`config.mk`:
```
export PLATFORM = sky130hd
export DESIGN_NAME = i2c_master_register_access_top
export DESIGN_NICKNAME = d
export VERILOG_FILES = /design/src/hdl/i2cm_pkg.sv /design/src/hdl/i2cm_cfg.sv /design/src/hdl/i2cm_seq.sv /design/src/hdl/i2c_master_register_access_top.sv
export VERILOG_INCLUDE_DIRS = /design/src /design/src/hdl
export SDC_FILE = /design/constraint.sdc
export NUM_CORES = 1
export LEC_CHECK = 0
export CORE_MARGIN = 4
export CORE_UTILIZATION = 60
export CTS_CLUSTER_SIZE = 8
export DETAILED_ROUTE_END_ITERATION = 10
export DONT_BUFFER_PORTS = 1
export PLACE_DENSITY_LB_ADDON = 0.05
export SYNTH_ARGS = -nofsm -noshare
export SYNTH_HDL_FRONTEND = slang
export SYNTH_SLANG_ARGS = --single-unit
```
`constraint.sdc`:
```
create_clock -name clk -period 7.19 [get_ports clk]
set_input_delay 1.438 -clock clk [delete_from_list [all_inputs] [get_ports clk]]
set_output_delay 1.438 -clock clk [all_outputs]
set_load 0.03 [all_outputs]
```
`src/hdl/assert_macros.svh`:
```
// assertion macros shared by the i2c master sequencer files
`ifndef ASSERT_MACROS_SVH
`define ASSERT_MACROS_SVH

// property that must hold at every clock edge outside reset
`define CHK_HOLDS(lbl, expr, msg) \
    lbl: assert property (@(posedge clk) disable iff (!rst_n) (expr)) else $error(msg);

// same-cycle implication
`define CHK_IMPLIES(lbl, ante, cons, msg) \
    lbl: assert property (@(posedge clk) disable iff (!rst_n) (ante) |-> (cons)) \
        else $error(msg);

// next-cycle implication
`define CHK_NEXT(lbl, ante, cons, msg) \
    lbl: assert property (@(posedge clk) disable iff (!rst_n) (ante) |=> (cons)) \
        else $error(msg);

`endif

```
`src/hdl/i2cm_pkg.sv`:
```
// shared types and constants of the i2c master sequencer
`timescale 1ns / 1ps

package i2cm_pkg;

    localparam int COUNT_BITS_DEF = 16;

    // configuration register indexes
    localparam int CFG_IDX_W = 1;
    localparam logic [CFG_IDX_W-1:0] CFG_PHASE_TICKS = 1'd0;
    localparam logic [CFG_IDX_W-1:0] CFG_ACK_TIMEOUT = 1'd1;

    localparam logic [7:0] PHASE_TICKS_RST = 8'd6;
    localparam logic [7:0] ACK_TIMEOUT_RST = 8'd250;

    // command codes
    localparam logic [1:0] CMD_TICK  = 2'd0;
    localparam logic [1:0] CMD_READ  = 2'd1;
    localparam logic [1:0] CMD_WRITE = 2'd2;
    localparam logic [1:0] CMD_PROBE = 2'd3;

    localparam logic [7:0] DEV_WR_MASK = 8'hFE;
    localparam logic [7:0] DEV_RD_BIT  = 8'h01;

    typedef struct packed {
        logic [1:0]  cmd;
        logic [7:0]  dev_addr;
        logic [7:0]  reg_addr;
        logic [15:0] byte_count;
        logic [7:0]  write_byte;
        logic        sda_in;
    } i2cm_in_t;

    typedef struct packed {
        logic       scl_release;
        logic       sda_release;
        logic       busy_res;
        logic       byte_taken;
        logic [7:0] read_byte;
        logic       read_valid;
        logic       done_res;
        logic       status;
    } i2cm_out_t;

    // effective settings seen by the sequencer
    typedef struct packed {
        logic [7:0] phase_ticks;
        logic [7:0] ack_timeout;
    } i2cm_cfg_t;

    typedef enum logic [21:0] {
        PH_IDLE     = 22'h000001,
        PH_ST_SDA_H = 22'h000002,
        PH_ST_SCL_H = 22'h000004,
        PH_ST_SDA_L = 22'h000008,
        PH_ST_SCL_L = 22'h000010,
        PH_TX_DATA  = 22'h000020,
        PH_TX_SCL_H = 22'h000040,
        PH_TX_SCL_L = 22'h000080,
        PH_AK_SDA_H = 22'h000100,
        PH_AK_SCL_H = 22'h000200,
        PH_AK_WAIT  = 22'h000400,
        PH_AK_SCL_L = 22'h000800,
        PH_RX_SCL_H = 22'h001000,
        PH_RX_SCL_L = 22'h002000,
        PH_MA_SCL_L = 22'h004000,
        PH_MA_SDA   = 22'h008000,
        PH_MA_SCL_H = 22'h010000,
        PH_MA_SCL_L2 = 22'h020000,
        PH_SP_SCL_L = 22'h040000,
        PH_SP_SDA_L = 22'h080000,
        PH_SP_SCL_H = 22'h100000,
        PH_SP_SDA_H = 22'h200000
    } phase_t;

    typedef enum logic [4:0] {
        STG_ADDR_W = 5'b00001,
        STG_REG    = 5'b00010,
        STG_ADDR_R = 5'b00100,
        STG_DATA   = 5'b01000,
        STG_PROBE  = 5'b10000
    } stage_t;

endpackage

```
`src/hdl/i2cm_cfg.sv`:
```
// configuration registers of the i2c master sequencer
`timescale 1ns / 1ps

module i2cm_cfg
    import i2cm_pkg::*;
(
    input  logic                 clk,
    input  logic                 rst_n,
    input  logic                 cfg_valid,
    output logic                 cfg_ready,
    input  logic [CFG_IDX_W-1:0] cfg_index,
    input  logic [7:0]           cfg_data,
    output i2cm_cfg_t            cfg
);

    logic [7:0] phase_ticks_reg, phase_ticks_next;
    logic [7:0] ack_timeout_reg, ack_timeout_next;

    assign cfg_ready = 1'b1;

    always_comb
    begin
        phase_ticks_next = phase_ticks_reg;
        ack_timeout_next = ack_timeout_reg;
        if (cfg_valid && cfg_ready)
        begin
            case (cfg_index)
                CFG_PHASE_TICKS: phase_ticks_next = cfg_data;
                CFG_ACK_TIMEOUT: ack_timeout_next = cfg_data;
                default: ;
            endcase
        end
    end

    always_ff @(posedge clk or negedge rst_n)
    begin
        if (!rst_n)
        begin
            phase_ticks_reg <= PHASE_TICKS_RST;
            ack_timeout_reg <= ACK_TIMEOUT_RST;
        end
        else
        begin
            phase_ticks_reg <= phase_ticks_next;
            ack_timeout_reg <= ack_timeout_next;
        end
    end

    // zero phase length runs as one tick
    assign cfg.phase_ticks = (phase_ticks_reg == 8'd0) ? 8'd1 : phase_ticks_reg;
    assign cfg.ack_timeout = ack_timeout_reg;

endmodule

```
`src/hdl/i2cm_seq.sv`:
```
// bus phase sequencer: state registers and one-tick update
`timescale 1ns / 1ps
`include "assert_macros.svh"

module i2cm_seq
    import i2cm_pkg::*;
#(
    parameter int COUNT_BITS = COUNT_BITS_DEF
)
(
    input  logic      clk,
    input  logic      rst_n,
    input  logic      step,
    input  i2cm_in_t  item,
    input  i2cm_cfg_t cfg,
    output i2cm_out_t result
);

    phase_t                phase_reg, phase_next;
    stage_t                stage_reg, stage_next;
    logic [7:0]            tick_reg, tick_next;
    logic [3:0]            bitc_reg, bitc_next;
    logic [7:0]            shb_reg, shb_next;
    logic [COUNT_BITS-1:0] left_reg, left_next;
    logic [7:0]            dev_reg, dev_next;
    logic [7:0]            regv_reg, regv_next;
    logic [1:0]            kind_reg, kind_next;
    logic [7:0]            awc_reg, awc_next;
    logic                  scl_reg, scl_next;
    logic                  sda_reg, sda_next;
    logic                  err_reg, err_next;

    phase_t                ent;
    logic                  do_ent;
    logic                  ack_inc;
    logic                  taken;
    logic                  rvalid;
    logic [7:0]            rbyte;
    logic                  done;
    logic                  stat;
    logic [COUNT_BITS-1:0] cnt;

    assign cnt = item.byte_count[COUNT_BITS-1:0];

    always_comb
    begin
        phase_next = phase_reg;
        stage_next = stage_reg;
        tick_next  = tick_reg;
        bitc_next  = bitc_reg;
        shb_next   = shb_reg;
        left_next  = left_reg;
        dev_next   = dev_reg;
        regv_next  = regv_reg;
        kind_next  = kind_reg;
        awc_next   = awc_reg;
        scl_next   = scl_reg;
        sda_next   = sda_reg;
        err_next   = err_reg;
        ent        = PH_IDLE;
        do_ent     = 1'b0;
        ack_inc    = 1'b0;
        taken      = 1'b0;
        rvalid     = 1'b0;
        rbyte      = 8'd0;
        done       = 1'b0;
        stat       = 1'b0;

        if (step)
        begin
            case (phase_reg)
                PH_IDLE:
                begin
                    if (item.cmd != CMD_TICK)
                    begin
                        kind_next  = item.cmd;
                        stage_next = (item.cmd == CMD_PROBE) ? STG_PROBE : STG_ADDR_W;
                        dev_next   = (item.cmd == CMD_PROBE) ? item.dev_addr
                                                             : (item.dev_addr & DEV_WR_MASK);
                        regv_next  = item.reg_addr;
                        left_next  = cnt;
                        // a zero-length read still fetches one byte
                        if (item.cmd == CMD_READ && cnt == '0)
                            left_next = COUNT_BITS'(1);
                        err_next   = 1'b0;
                        ent        = PH_ST_SDA_H;
                        do_ent     = 1'b1;
                    end
                end
                PH_AK_WAIT:
                begin
                    if (!item.sda_in)
                    begin
                        ent    = PH_AK_SCL_L;
                        do_ent = 1'b1;
                    end
                    else if (awc_reg >= cfg.ack_timeout)
                    begin
                        err_next = 1'b1;
                        ent      = PH_SP_SCL_L;
                        do_ent   = 1'b1;
                    end
                    else
                        awc_next = awc_reg + 8'd1;
                end
                default:
                begin
                    tick_next = tick_reg + 8'd1;
                    if (tick_next >= cfg.phase_ticks)
                    begin
                        do_ent = 1'b1;
                        case (phase_reg)
                            PH_ST_SDA_H: ent = PH_ST_SCL_H;
                            PH_ST_SCL_H: ent = PH_ST_SDA_L;
                            PH_ST_SDA_L: ent = PH_ST_SCL_L;
                            PH_ST_SCL_L:
                            begin
                                shb_next  = (stage_reg == STG_ADDR_R) ? (dev_reg | DEV_RD_BIT)
                                                                      : dev_reg;
                                bitc_next = 4'd0;
                                ent       = PH_TX_DATA;
                            end
                            PH_TX_DATA:  ent = PH_TX_SCL_H;
                            PH_TX_SCL_H: ent = PH_TX_SCL_L;
                            PH_TX_SCL_L:
                            begin
                                shb_next  = {shb_reg[6:0], 1'b0};
                                bitc_next = bitc_reg + 4'd1;
                                ent       = (bitc_next < 4'd8) ? PH_TX_DATA : PH_AK_SDA_H;
                            end
                            PH_AK_SDA_H: ent = PH_AK_SCL_H;
                            PH_AK_SCL_H:
                            begin
                                // first acknowledge sample taken on entry to the wait
                                if (!item.sda_in)
                                    ent = PH_AK_SCL_L;
                                else if (cfg.ack_timeout == 8'd0)
                                begin
                                    err_next = 1'b1;
                                    ent      = PH_SP_SCL_L;
                                end
                                else
                                begin
                                    ent     = PH_AK_WAIT;
                                    ack_inc = 1'b1;
                                end
                            end
                            PH_AK_SCL_L:
                            begin
                                case (stage_reg)
                                    STG_ADDR_W:
                                    begin
                                        stage_next = STG_REG;
                                        shb_next   = regv_reg;
                                        bitc_next  = 4'd0;
                                        ent        = PH_TX_DATA;
                                    end
                                    STG_REG:
                                    begin
                                        if (kind_reg == CMD_READ)
                                        begin
                                            stage_next = STG_ADDR_R;
                                            ent        = PH_ST_SDA_H;
                                        end
                                        else if (left_reg == '0)
                                        begin
                                            err_next = 1'b0;
                                            ent      = PH_SP_SCL_L;
                                        end
                                        else
                                        begin
                                            stage_next = STG_DATA;
                                            taken      = 1'b1;
                                            left_next  = left_reg - COUNT_BITS'(1);
                                            shb_next   = item.write_byte;
                                            bitc_next  = 4'd0;
                                            ent        = PH_TX_DATA;
                                        end
                                    end
                                    STG_ADDR_R:
                                    begin
                                        stage_next = STG_DATA;
                                        bitc_next  = 4'd0;
                                        shb_next   = 8'd0;
                                        ent        = PH_RX_SCL_H;
                                    end
                                    STG_DATA:
                                    begin
                                        if (left_reg == '0)
                                        begin
                                            err_next = 1'b0;
                                            ent      = PH_SP_SCL_L;
                                        end
                                        else
                                        begin
                                            taken     = 1'b1;
                                            left_next = left_reg - COUNT_BITS'(1);
                                            shb_next  = item.write_byte;
                                            bitc_next = 4'd0;
                                            ent       = PH_TX_DATA;
                                        end
                                    end
                                    default:
                                    begin
                                        err_next = 1'b0;
                                        ent      = PH_SP_SCL_L;
                                    end
                                endcase
                            end
                            PH_RX_SCL_H:
                            begin
                                shb_next = {shb_reg[6:0], item.sda_in};
                                ent      = PH_RX_SCL_L;
                            end
                            PH_RX_SCL_L:
                            begin
                                bitc_next = bitc_reg + 4'd1;
                                if (bitc_next < 4'd8)
                                    ent = PH_RX_SCL_H;
                                else
                                begin
                                    rvalid = 1'b1;
                                    rbyte  = shb_reg;
                                    if (left_reg != '0)
                                        left_next = left_reg - COUNT_BITS'(1);
                                    ent = PH_MA_SCL_L;
                                end
                            end
                            PH_MA_SCL_L: ent = PH_MA_SDA;
                            PH_MA_SDA:   ent = PH_MA_SCL_H;
                            PH_MA_SCL_H: ent = PH_MA_SCL_L2;
                            PH_MA_SCL_L2:
                            begin
                                if (left_reg != '0)
                                begin
                                    bitc_next = 4'd0;
                                    shb_next  = 8'd0;
                                    ent       = PH_RX_SCL_H;
                                end
                                else
                                begin
                                    err_next = 1'b0;
                                    ent      = PH_SP_SCL_L;
                                end
                            end
                            PH_SP_SCL_L: ent = PH_SP_SDA_L;
                            PH_SP_SDA_L: ent = PH_SP_SCL_H;
                            PH_SP_SCL_H: ent = PH_SP_SDA_H;
                            PH_SP_SDA_H:
                            begin
                                do_ent     = 1'b0;
                                phase_next = PH_IDLE;
                                tick_next  = 8'd0;
                                done       = 1'b1;
                                stat       = err_reg;
                            end
                            default:
                            begin
                                do_ent     = 1'b0;
                                phase_next = PH_IDLE;
                            end
                        endcase
                    end
                end
            endcase

            // line levels driven on entry to the new phase
            if (do_ent)
            begin
                phase_next = ent;
                tick_next  = 8'd0;
                if (ent inside {PH_ST_SDA_H, PH_AK_SDA_H, PH_SP_SDA_H, PH_RX_SCL_H})
                    sda_next = 1'b1;
                if (ent inside {PH_ST_SCL_H, PH_TX_SCL_H, PH_AK_SCL_H, PH_MA_SCL_H,
                                PH_SP_SCL_H, PH_RX_SCL_H})
                    scl_next = 1'b1;
                if (ent inside {PH_ST_SDA_L, PH_SP_SDA_L})
                    sda_next = 1'b0;
                if (ent inside {PH_ST_SCL_L, PH_TX_SCL_L, PH_AK_SCL_L, PH_RX_SCL_L,
                                PH_MA_SCL_L, PH_MA_SCL_L2, PH_SP_SCL_L})
                    scl_next = 1'b0;
                if (ent == PH_TX_DATA)
                    sda_next = shb_next[7];
                if (ent == PH_AK_WAIT)
                    awc_next = 8'd0;
                if (ent == PH_MA_SDA)
                    sda_next = (left_next == '0);
            end
            if (ack_inc)
                awc_next = 8'd1;
        end
    end

    always_ff @(posedge clk or negedge rst_n)
    begin
        if (!rst_n)
        begin
            phase_reg <= PH_IDLE;
            stage_reg <= STG_ADDR_W;
            tick_reg  <= 8'd0;
            bitc_reg  <= 4'd0;
            shb_reg   <= 8'd0;
            left_reg  <= '0;
            dev_reg   <= 8'd0;
            regv_reg  <= 8'd0;
            kind_reg  <= CMD_TICK;
            awc_reg   <= 8'd0;
            scl_reg   <= 1'b1;
            sda_reg   <= 1'b1;
            err_reg   <= 1'b0;
        end
        else
        begin
            phase_reg <= phase_next;
            stage_reg <= stage_next;
            tick_reg  <= tick_next;
            bitc_reg  <= bitc_next;
            shb_reg   <= shb_next;
            left_reg  <= left_next;
            dev_reg   <= dev_next;
            regv_reg  <= regv_next;
            kind_reg  <= kind_next;
            awc_reg   <= awc_next;
            scl_reg   <= scl_next;
            sda_reg   <= sda_next;
            err_reg   <= err_next;
        end
    end

    always_comb
    begin
        result.scl_release = scl_next;
        result.sda_release = sda_next;
        result.busy_res    = (phase_next != PH_IDLE);
        result.byte_taken  = taken;
        result.read_byte   = rbyte;
        result.read_valid  = rvalid;
        result.done_res    = done;
        result.status      = stat;
    end

    `CHK_HOLDS(a_bitc_range, bitc_reg <= 4'd8, "bit counter past eight")
    `CHK_IMPLIES(a_idle_tick, phase_reg == PH_IDLE, tick_reg == 8'd0,
        "tick counter running while idle")
    `CHK_NEXT(a_ack_low, step && phase_reg == PH_AK_WAIT && !item.sda_in,
        phase_reg == PH_AK_SCL_L, "low sda in acknowledge wait not taken as ack")

endmodule

```
`src/hdl/i2c_master_register_access_top.sv`:
```
// top level of the i2c master register access sequencer
`timescale 1ns / 1ps
`include "assert_macros.svh"

//  channel  handshake             payload
//  req      req_valid/req_ready   i2cm_in_t: one bus tick, command, pin sample
//  rsp      rsp_valid/rsp_ready   i2cm_out_t: pin levels and status after the tick
//  cfg      cfg_valid/cfg_ready   cfg_index, cfg_data: phase_ticks, ack_timeout
//
//  one tick per clock sustained while rsp_ready stays high; a tick lands in the
//  input register, the phase sequencer works out the outcome combinationally
//  and the result register captures it at the edge that updates the sequencer state
//  an empty input register takes new ticks while a result still waits on rsp_ready
//  reset (rst_n low, asynchronous) leaves the bus released and the sequencer idle
//  cfg_ready is always high; the user must write registers only between transactions, the block does not enforce it

module i2c_master_register_access_top
    import i2cm_pkg::*;
#(
    parameter int COUNT_BITS = COUNT_BITS_DEF
)
(
    input  logic                 clk,
    input  logic                 rst_n,
    input  logic                 req_valid,
    output logic                 req_ready,
    input  i2cm_in_t             req,
    output logic                 rsp_valid,
    input  logic                 rsp_ready,
    output i2cm_out_t            rsp,
    input  logic                 cfg_valid,
    output logic                 cfg_ready,
    input  logic [CFG_IDX_W-1:0] cfg_index,
    input  logic [7:0]           cfg_data
);

    // input register stage
    logic      s1_valid_reg, s1_valid_next;
    i2cm_in_t  s1_item_reg;
    logic      s1_adv;

    // result register stage
    logic      rsp_valid_reg, rsp_valid_next;
    i2cm_out_t rsp_reg;

    i2cm_cfg_t cfg;
    i2cm_out_t step_res;

    // the tick moves on once the result register is free or being emptied
    assign s1_adv    = s1_valid_reg && (!rsp_valid_reg || rsp_ready);
    assign req_ready = !s1_valid_reg || s1_adv;

    always_comb
    begin
        s1_valid_next = s1_valid_reg;
        if (req_valid && req_ready)
            s1_valid_next = 1'b1;
        else if (s1_adv)
            s1_valid_next = 1'b0;

        rsp_valid_next = rsp_valid_reg;
        if (s1_adv)
            rsp_valid_next = 1'b1;
        else if (rsp_ready)
            rsp_valid_next = 1'b0;
    end

    always_ff @(posedge clk or negedge rst_n)
    begin
        if (!rst_n)
        begin
            s1_valid_reg  <= 1'b0;
            rsp_valid_reg <= 1'b0;
        end
        else
        begin
            s1_valid_reg  <= s1_valid_next;
            rsp_valid_reg <= rsp_valid_next;
        end
    end

    // payload registers, no reset needed
    always_ff @(posedge clk)
    begin
        if (req_valid && req_ready)
            s1_item_reg <= req;
        if (s1_adv)
            rsp_reg <= step_res;
    end

    i2cm_cfg u_cfg
    (
        .clk       (clk),
        .rst_n     (rst_n),
        .cfg_valid (cfg_valid),
        .cfg_ready (cfg_ready),
        .cfg_index (cfg_index),
        .cfg_data  (cfg_data),
        .cfg       (cfg)
    );

    i2cm_seq #(
        .COUNT_BITS (COUNT_BITS)
    ) u_seq
    (
        .clk    (clk),
        .rst_n  (rst_n),
        .step   (s1_adv),
        .item   (s1_item_reg),
        .cfg    (cfg),
        .result (step_res)
    );

    assign rsp_valid = rsp_valid_reg;
    assign rsp       = rsp_reg;

    `CHK_IMPLIES(a_done_idle, rsp_valid && rsp.done_res, !rsp.busy_res,
        "done reported while still busy")
    `CHK_IMPLIES(a_status_done, rsp_valid && rsp.status, rsp.done_res,
        "error status without done")
    `CHK_NEXT(a_stall_keeps, s1_valid_reg && !s1_adv, s1_valid_reg,
        "stalled tick dropped from input register")

endmodule

```
==> summary.txt <==
CTS tree - done
first-pass GRT wire length - 41200 µm
post-synth net total - 990
vias post-DR - 7714
clk root buf - clkbuf_16
final setup fails - 0
register area share after synthesis - 48.9%
Worst path max stage delay - 0.92 ns
DIE WIDTH - 132 µm
ANT cells - 0
post-route insts no fill - 1097
GRT overflow - 0
Max VDD drop - 247 µV
wire per inst - 23.7 µm
RSZ-0062 raised after global routing - false
Die Height - 132 µm
crit end category - flip-flop
Cells after Synth - 912
clock buffer depth - 2
clk slew on worst S/H paths - 0.08 ns
Area growth, synth to finish - 7.98%
required time of the critical path - 7.36 ns
drt drc - 0
post-synthesis cell area - 9220 µm²
starting density of the core - 60.9%
First DRT Iteration DRCs - 901
skew final - 0.0134 ns
share of cells above drive strength 1 - 12.1%
post-DR vias/cell - 7.03
I/O pin count - 75
fin. max-slew vios - 0
Core Util, Final - 65.8%
drt pass-1 iters - 6
number of enable flip-flop cells after synthesis - 58
GR Util All Layers - 29.9%
final period utilization - 62.3%
Final Critical Period - 4.48 ns
Std-Cell Rows - 45
filler cell count - 1175
status - complete, no violations
DP Wirelength - 18900 µm
mean area per synthesized cell - 10.1 µm²
Setup CP Type - flip-flop to flip-flop
placed inst area - 9330 µm²
number of I/O port buffers - 0
CP cell instances - or4_1 > nor2_1 > nand4_1 > and2_1 > o31ai_4 > a22o_1 > nor3b_1 > nand3_1
Clk Latency, worst-skew pair - 0.44 ns
Worst Max-Slew Pin Slew - 0.992 ns
slowest cell on the critical path - o31ai_4
largest net degree at the start of global routing - 111
H-Tree Depth - 4
post-route cell area - 9960 µm²
Final Hold Fails - 0
Setup TNS - 0 ns
multi-input logic area - 4460 µm²
CP max FO - 22
antenna violations before repair - 0
vias in the first global route - 7528
die footprint - 17400 µm²
Yosys reg bits - 168
CTS Hold Buffers Added - 0
LEAKAGE - 4.07 nW
Critical Path AT - 4.66 ns
maxcap violations - 0
Core ar. - 15100 µm²
nets - 974
Register Area - 4510 µm²
Post-CTS Setup Bufs - 0
f_max - 0.223 GHz
Startpoint Class - flip-flop
Cells after DPL - 1065
Yosys cell types - 81
total CTS buffers - 17
PD cells - 328 nW/µm²
Synth Warn # - 0
drt total wl - 26000 µm
Clock Sinks - 168
async set or reset register ratio after synthesis - 65.5%
routability congestion estimate - 0.978
Antenna Violating Nets Remaining - 0
HP Class - flip-flop to flip-flop
FF-to-FF setup slack - 2.71 ns
Largest register FFs - 43
Primary FF master, synth - dfrtp_1
Slew headroom - 32.9%
CTS resizes - 0
synth_stat cells (all sizes together) (7+ instances only):
cell / n / area [µm²]
nand2: 112 / 420
dfrtp: 98 / 2450
o21ai: 66 / 330
nor2: 62 / 233
edfxtp: 58 / 1740
nand3: 41 / 215
a21oi: 29 / 145
nor4: 28 / 278
mux2: 27 / 304
nor3: 27 / 145
inv: 24 / 90.1
clkbuf: 22 / 82.6
ha: 21 / 263
nand4: 20 / 125
buf: 17 / 101
a22o: 16 / 140
and3: 16 / 100
nand2b: 14 / 87.6
dfstp: 12 / 315
or3: 12 / 75.1
or4: 12 / 101
nor2b: 11 / 68.8
xor2: 10 / 87.6
nand3b: 9 / 67.6
o31ai: 9 / 67.6
or2: 9 / 56.3
nor4b: 8 / 76.3
a21o: 7 / 52.6
a222oi: 7 / 70.1
a31oi: 7 / 43.8
o21a: 7 / 52.6
layer usage:
layer	share of wire, %	wire [µm]	track usage, %	vias up
met5	0	0	0	-
met4	4.2	1090	13.5	0
met3	7.6	1960	5.76	81
met2	48	12400	47.6	436
met1	41	10500	40.2	3772
li1	-	-	-	3425
final timing paths:
kind | cells past startpoint | end | start
hold reg to reg | 1 | u_seq.regv_reg[2] | s1_item_reg[27]
setup reg to reg | 8 | rsp[12] | u_seq.phase_reg[12]
setup / recovery | 8 | rsp[12] | u_seq.phase_reg[12]
max in group asynchronous | 0 | u_seq.phase_reg[0] | rst_n
min in group asynchronous | 0 | u_cfg.phase_ticks_reg[3] | rst_n
hold / removal | 1 | u_seq.regv_reg[2] | s1_item_reg[27]
through the flow:
step | power (W) | worst slack (ns) | hold WS, ns
after floorplan | 0.00203 | 3.59 | 0.442
after global placement | 0.00227 | 2.88 | 0.459
after detailed placement | 0.00231 | 2.81 | 0.469
after CTS | 0.00326 | 2.78 | 0.487
after global routing | 0.00344 | 2.32 | 0.494
final | 0.00327 | 2.71 | 0.482
critical path, delay by kind of cell, from the launching register on:
kind             cells  cell delay [ns]
AND/OR/NAND/NOR      6             2.54
AO/OA/AOI/OAI        2             1.19
flip-flops           1             0.48
report_power, final:
group / switching, W / total [W] / internal (W)
Clock: 0.000469 / 0.000951 / 0.000482
Combinational: 0.000606 / 0.000975 / 0.000369
Sequential: 0.000176 / 0.00134 / 0.00117
layout by cell type (no fill, tap or decap), types with 5 or more instances in the layout:
| master | instances |
|---|---|
| nor2b_1 | 11 |
| o31ai_1 | 7 |
| a22o_1 | 16 |
| a21oi_1 | 29 |
| dfrtp_1 | 98 |
| and4b_1 | 5 |
| a31oi_1 | 7 |
| a21o_1 | 7 |
| dfstp_2 | 12 |
| o21a_1 | 7 |
| a32o_1 | 6 |
| nand2_1 | 112 |
| nor4_1 | 20 |
| nor4b_1 | 7 |
| nand3b_1 | 9 |
| and3_1 | 16 |
| nand4b_1 | 6 |
| or4_1 | 9 |
| edfxtp_1 | 58 |
| inv_1 | 24 |
| nor2_1 | 62 |
| clkinv_8 | 7 |
| clkbuf_16 | 17 |
| o21ai_1 | 6 |
| nand4_1 | 20 |
| xor2_1 | 10 |
| nor4_4 | 6 |
| nand3_1 | 39 |
| mux2_2 | 27 |
| or3_1 | 12 |
| nand2b_1 | 14 |
| or2_2 | 9 |
| nor3_1 | 25 |
| o21ai_0 | 60 |
| ha_1 | 21 |
| a222oi_1 | 7 |
cell families after synthesis:
family	count (synthesis)	share of synthesized area, %
muxes	31	3.73
buffers and inverters	64	3.01
adders and majority gates	21	2.85
other	1	0.0407
xor gates and xnor gates	13	1.23
AOI/OAI and AO/OA	206	15.5
DFF	168	48.9
and+or+nand+nor	408	24.8
final cells by class:
class / instances / share of cell area, %
Clock buffer: 17 / 4.27
Clock inverter: 15 / 2.10
Inverter: 25 / 0.942
Multi-Input combinational cell: 680 / 44.7
Sequential cell: 168 / 45.3
Tap cell: 188 / 2.36
Timing Repair Buffer: 4 / 0.302
(Power assumes the default switching activity.)
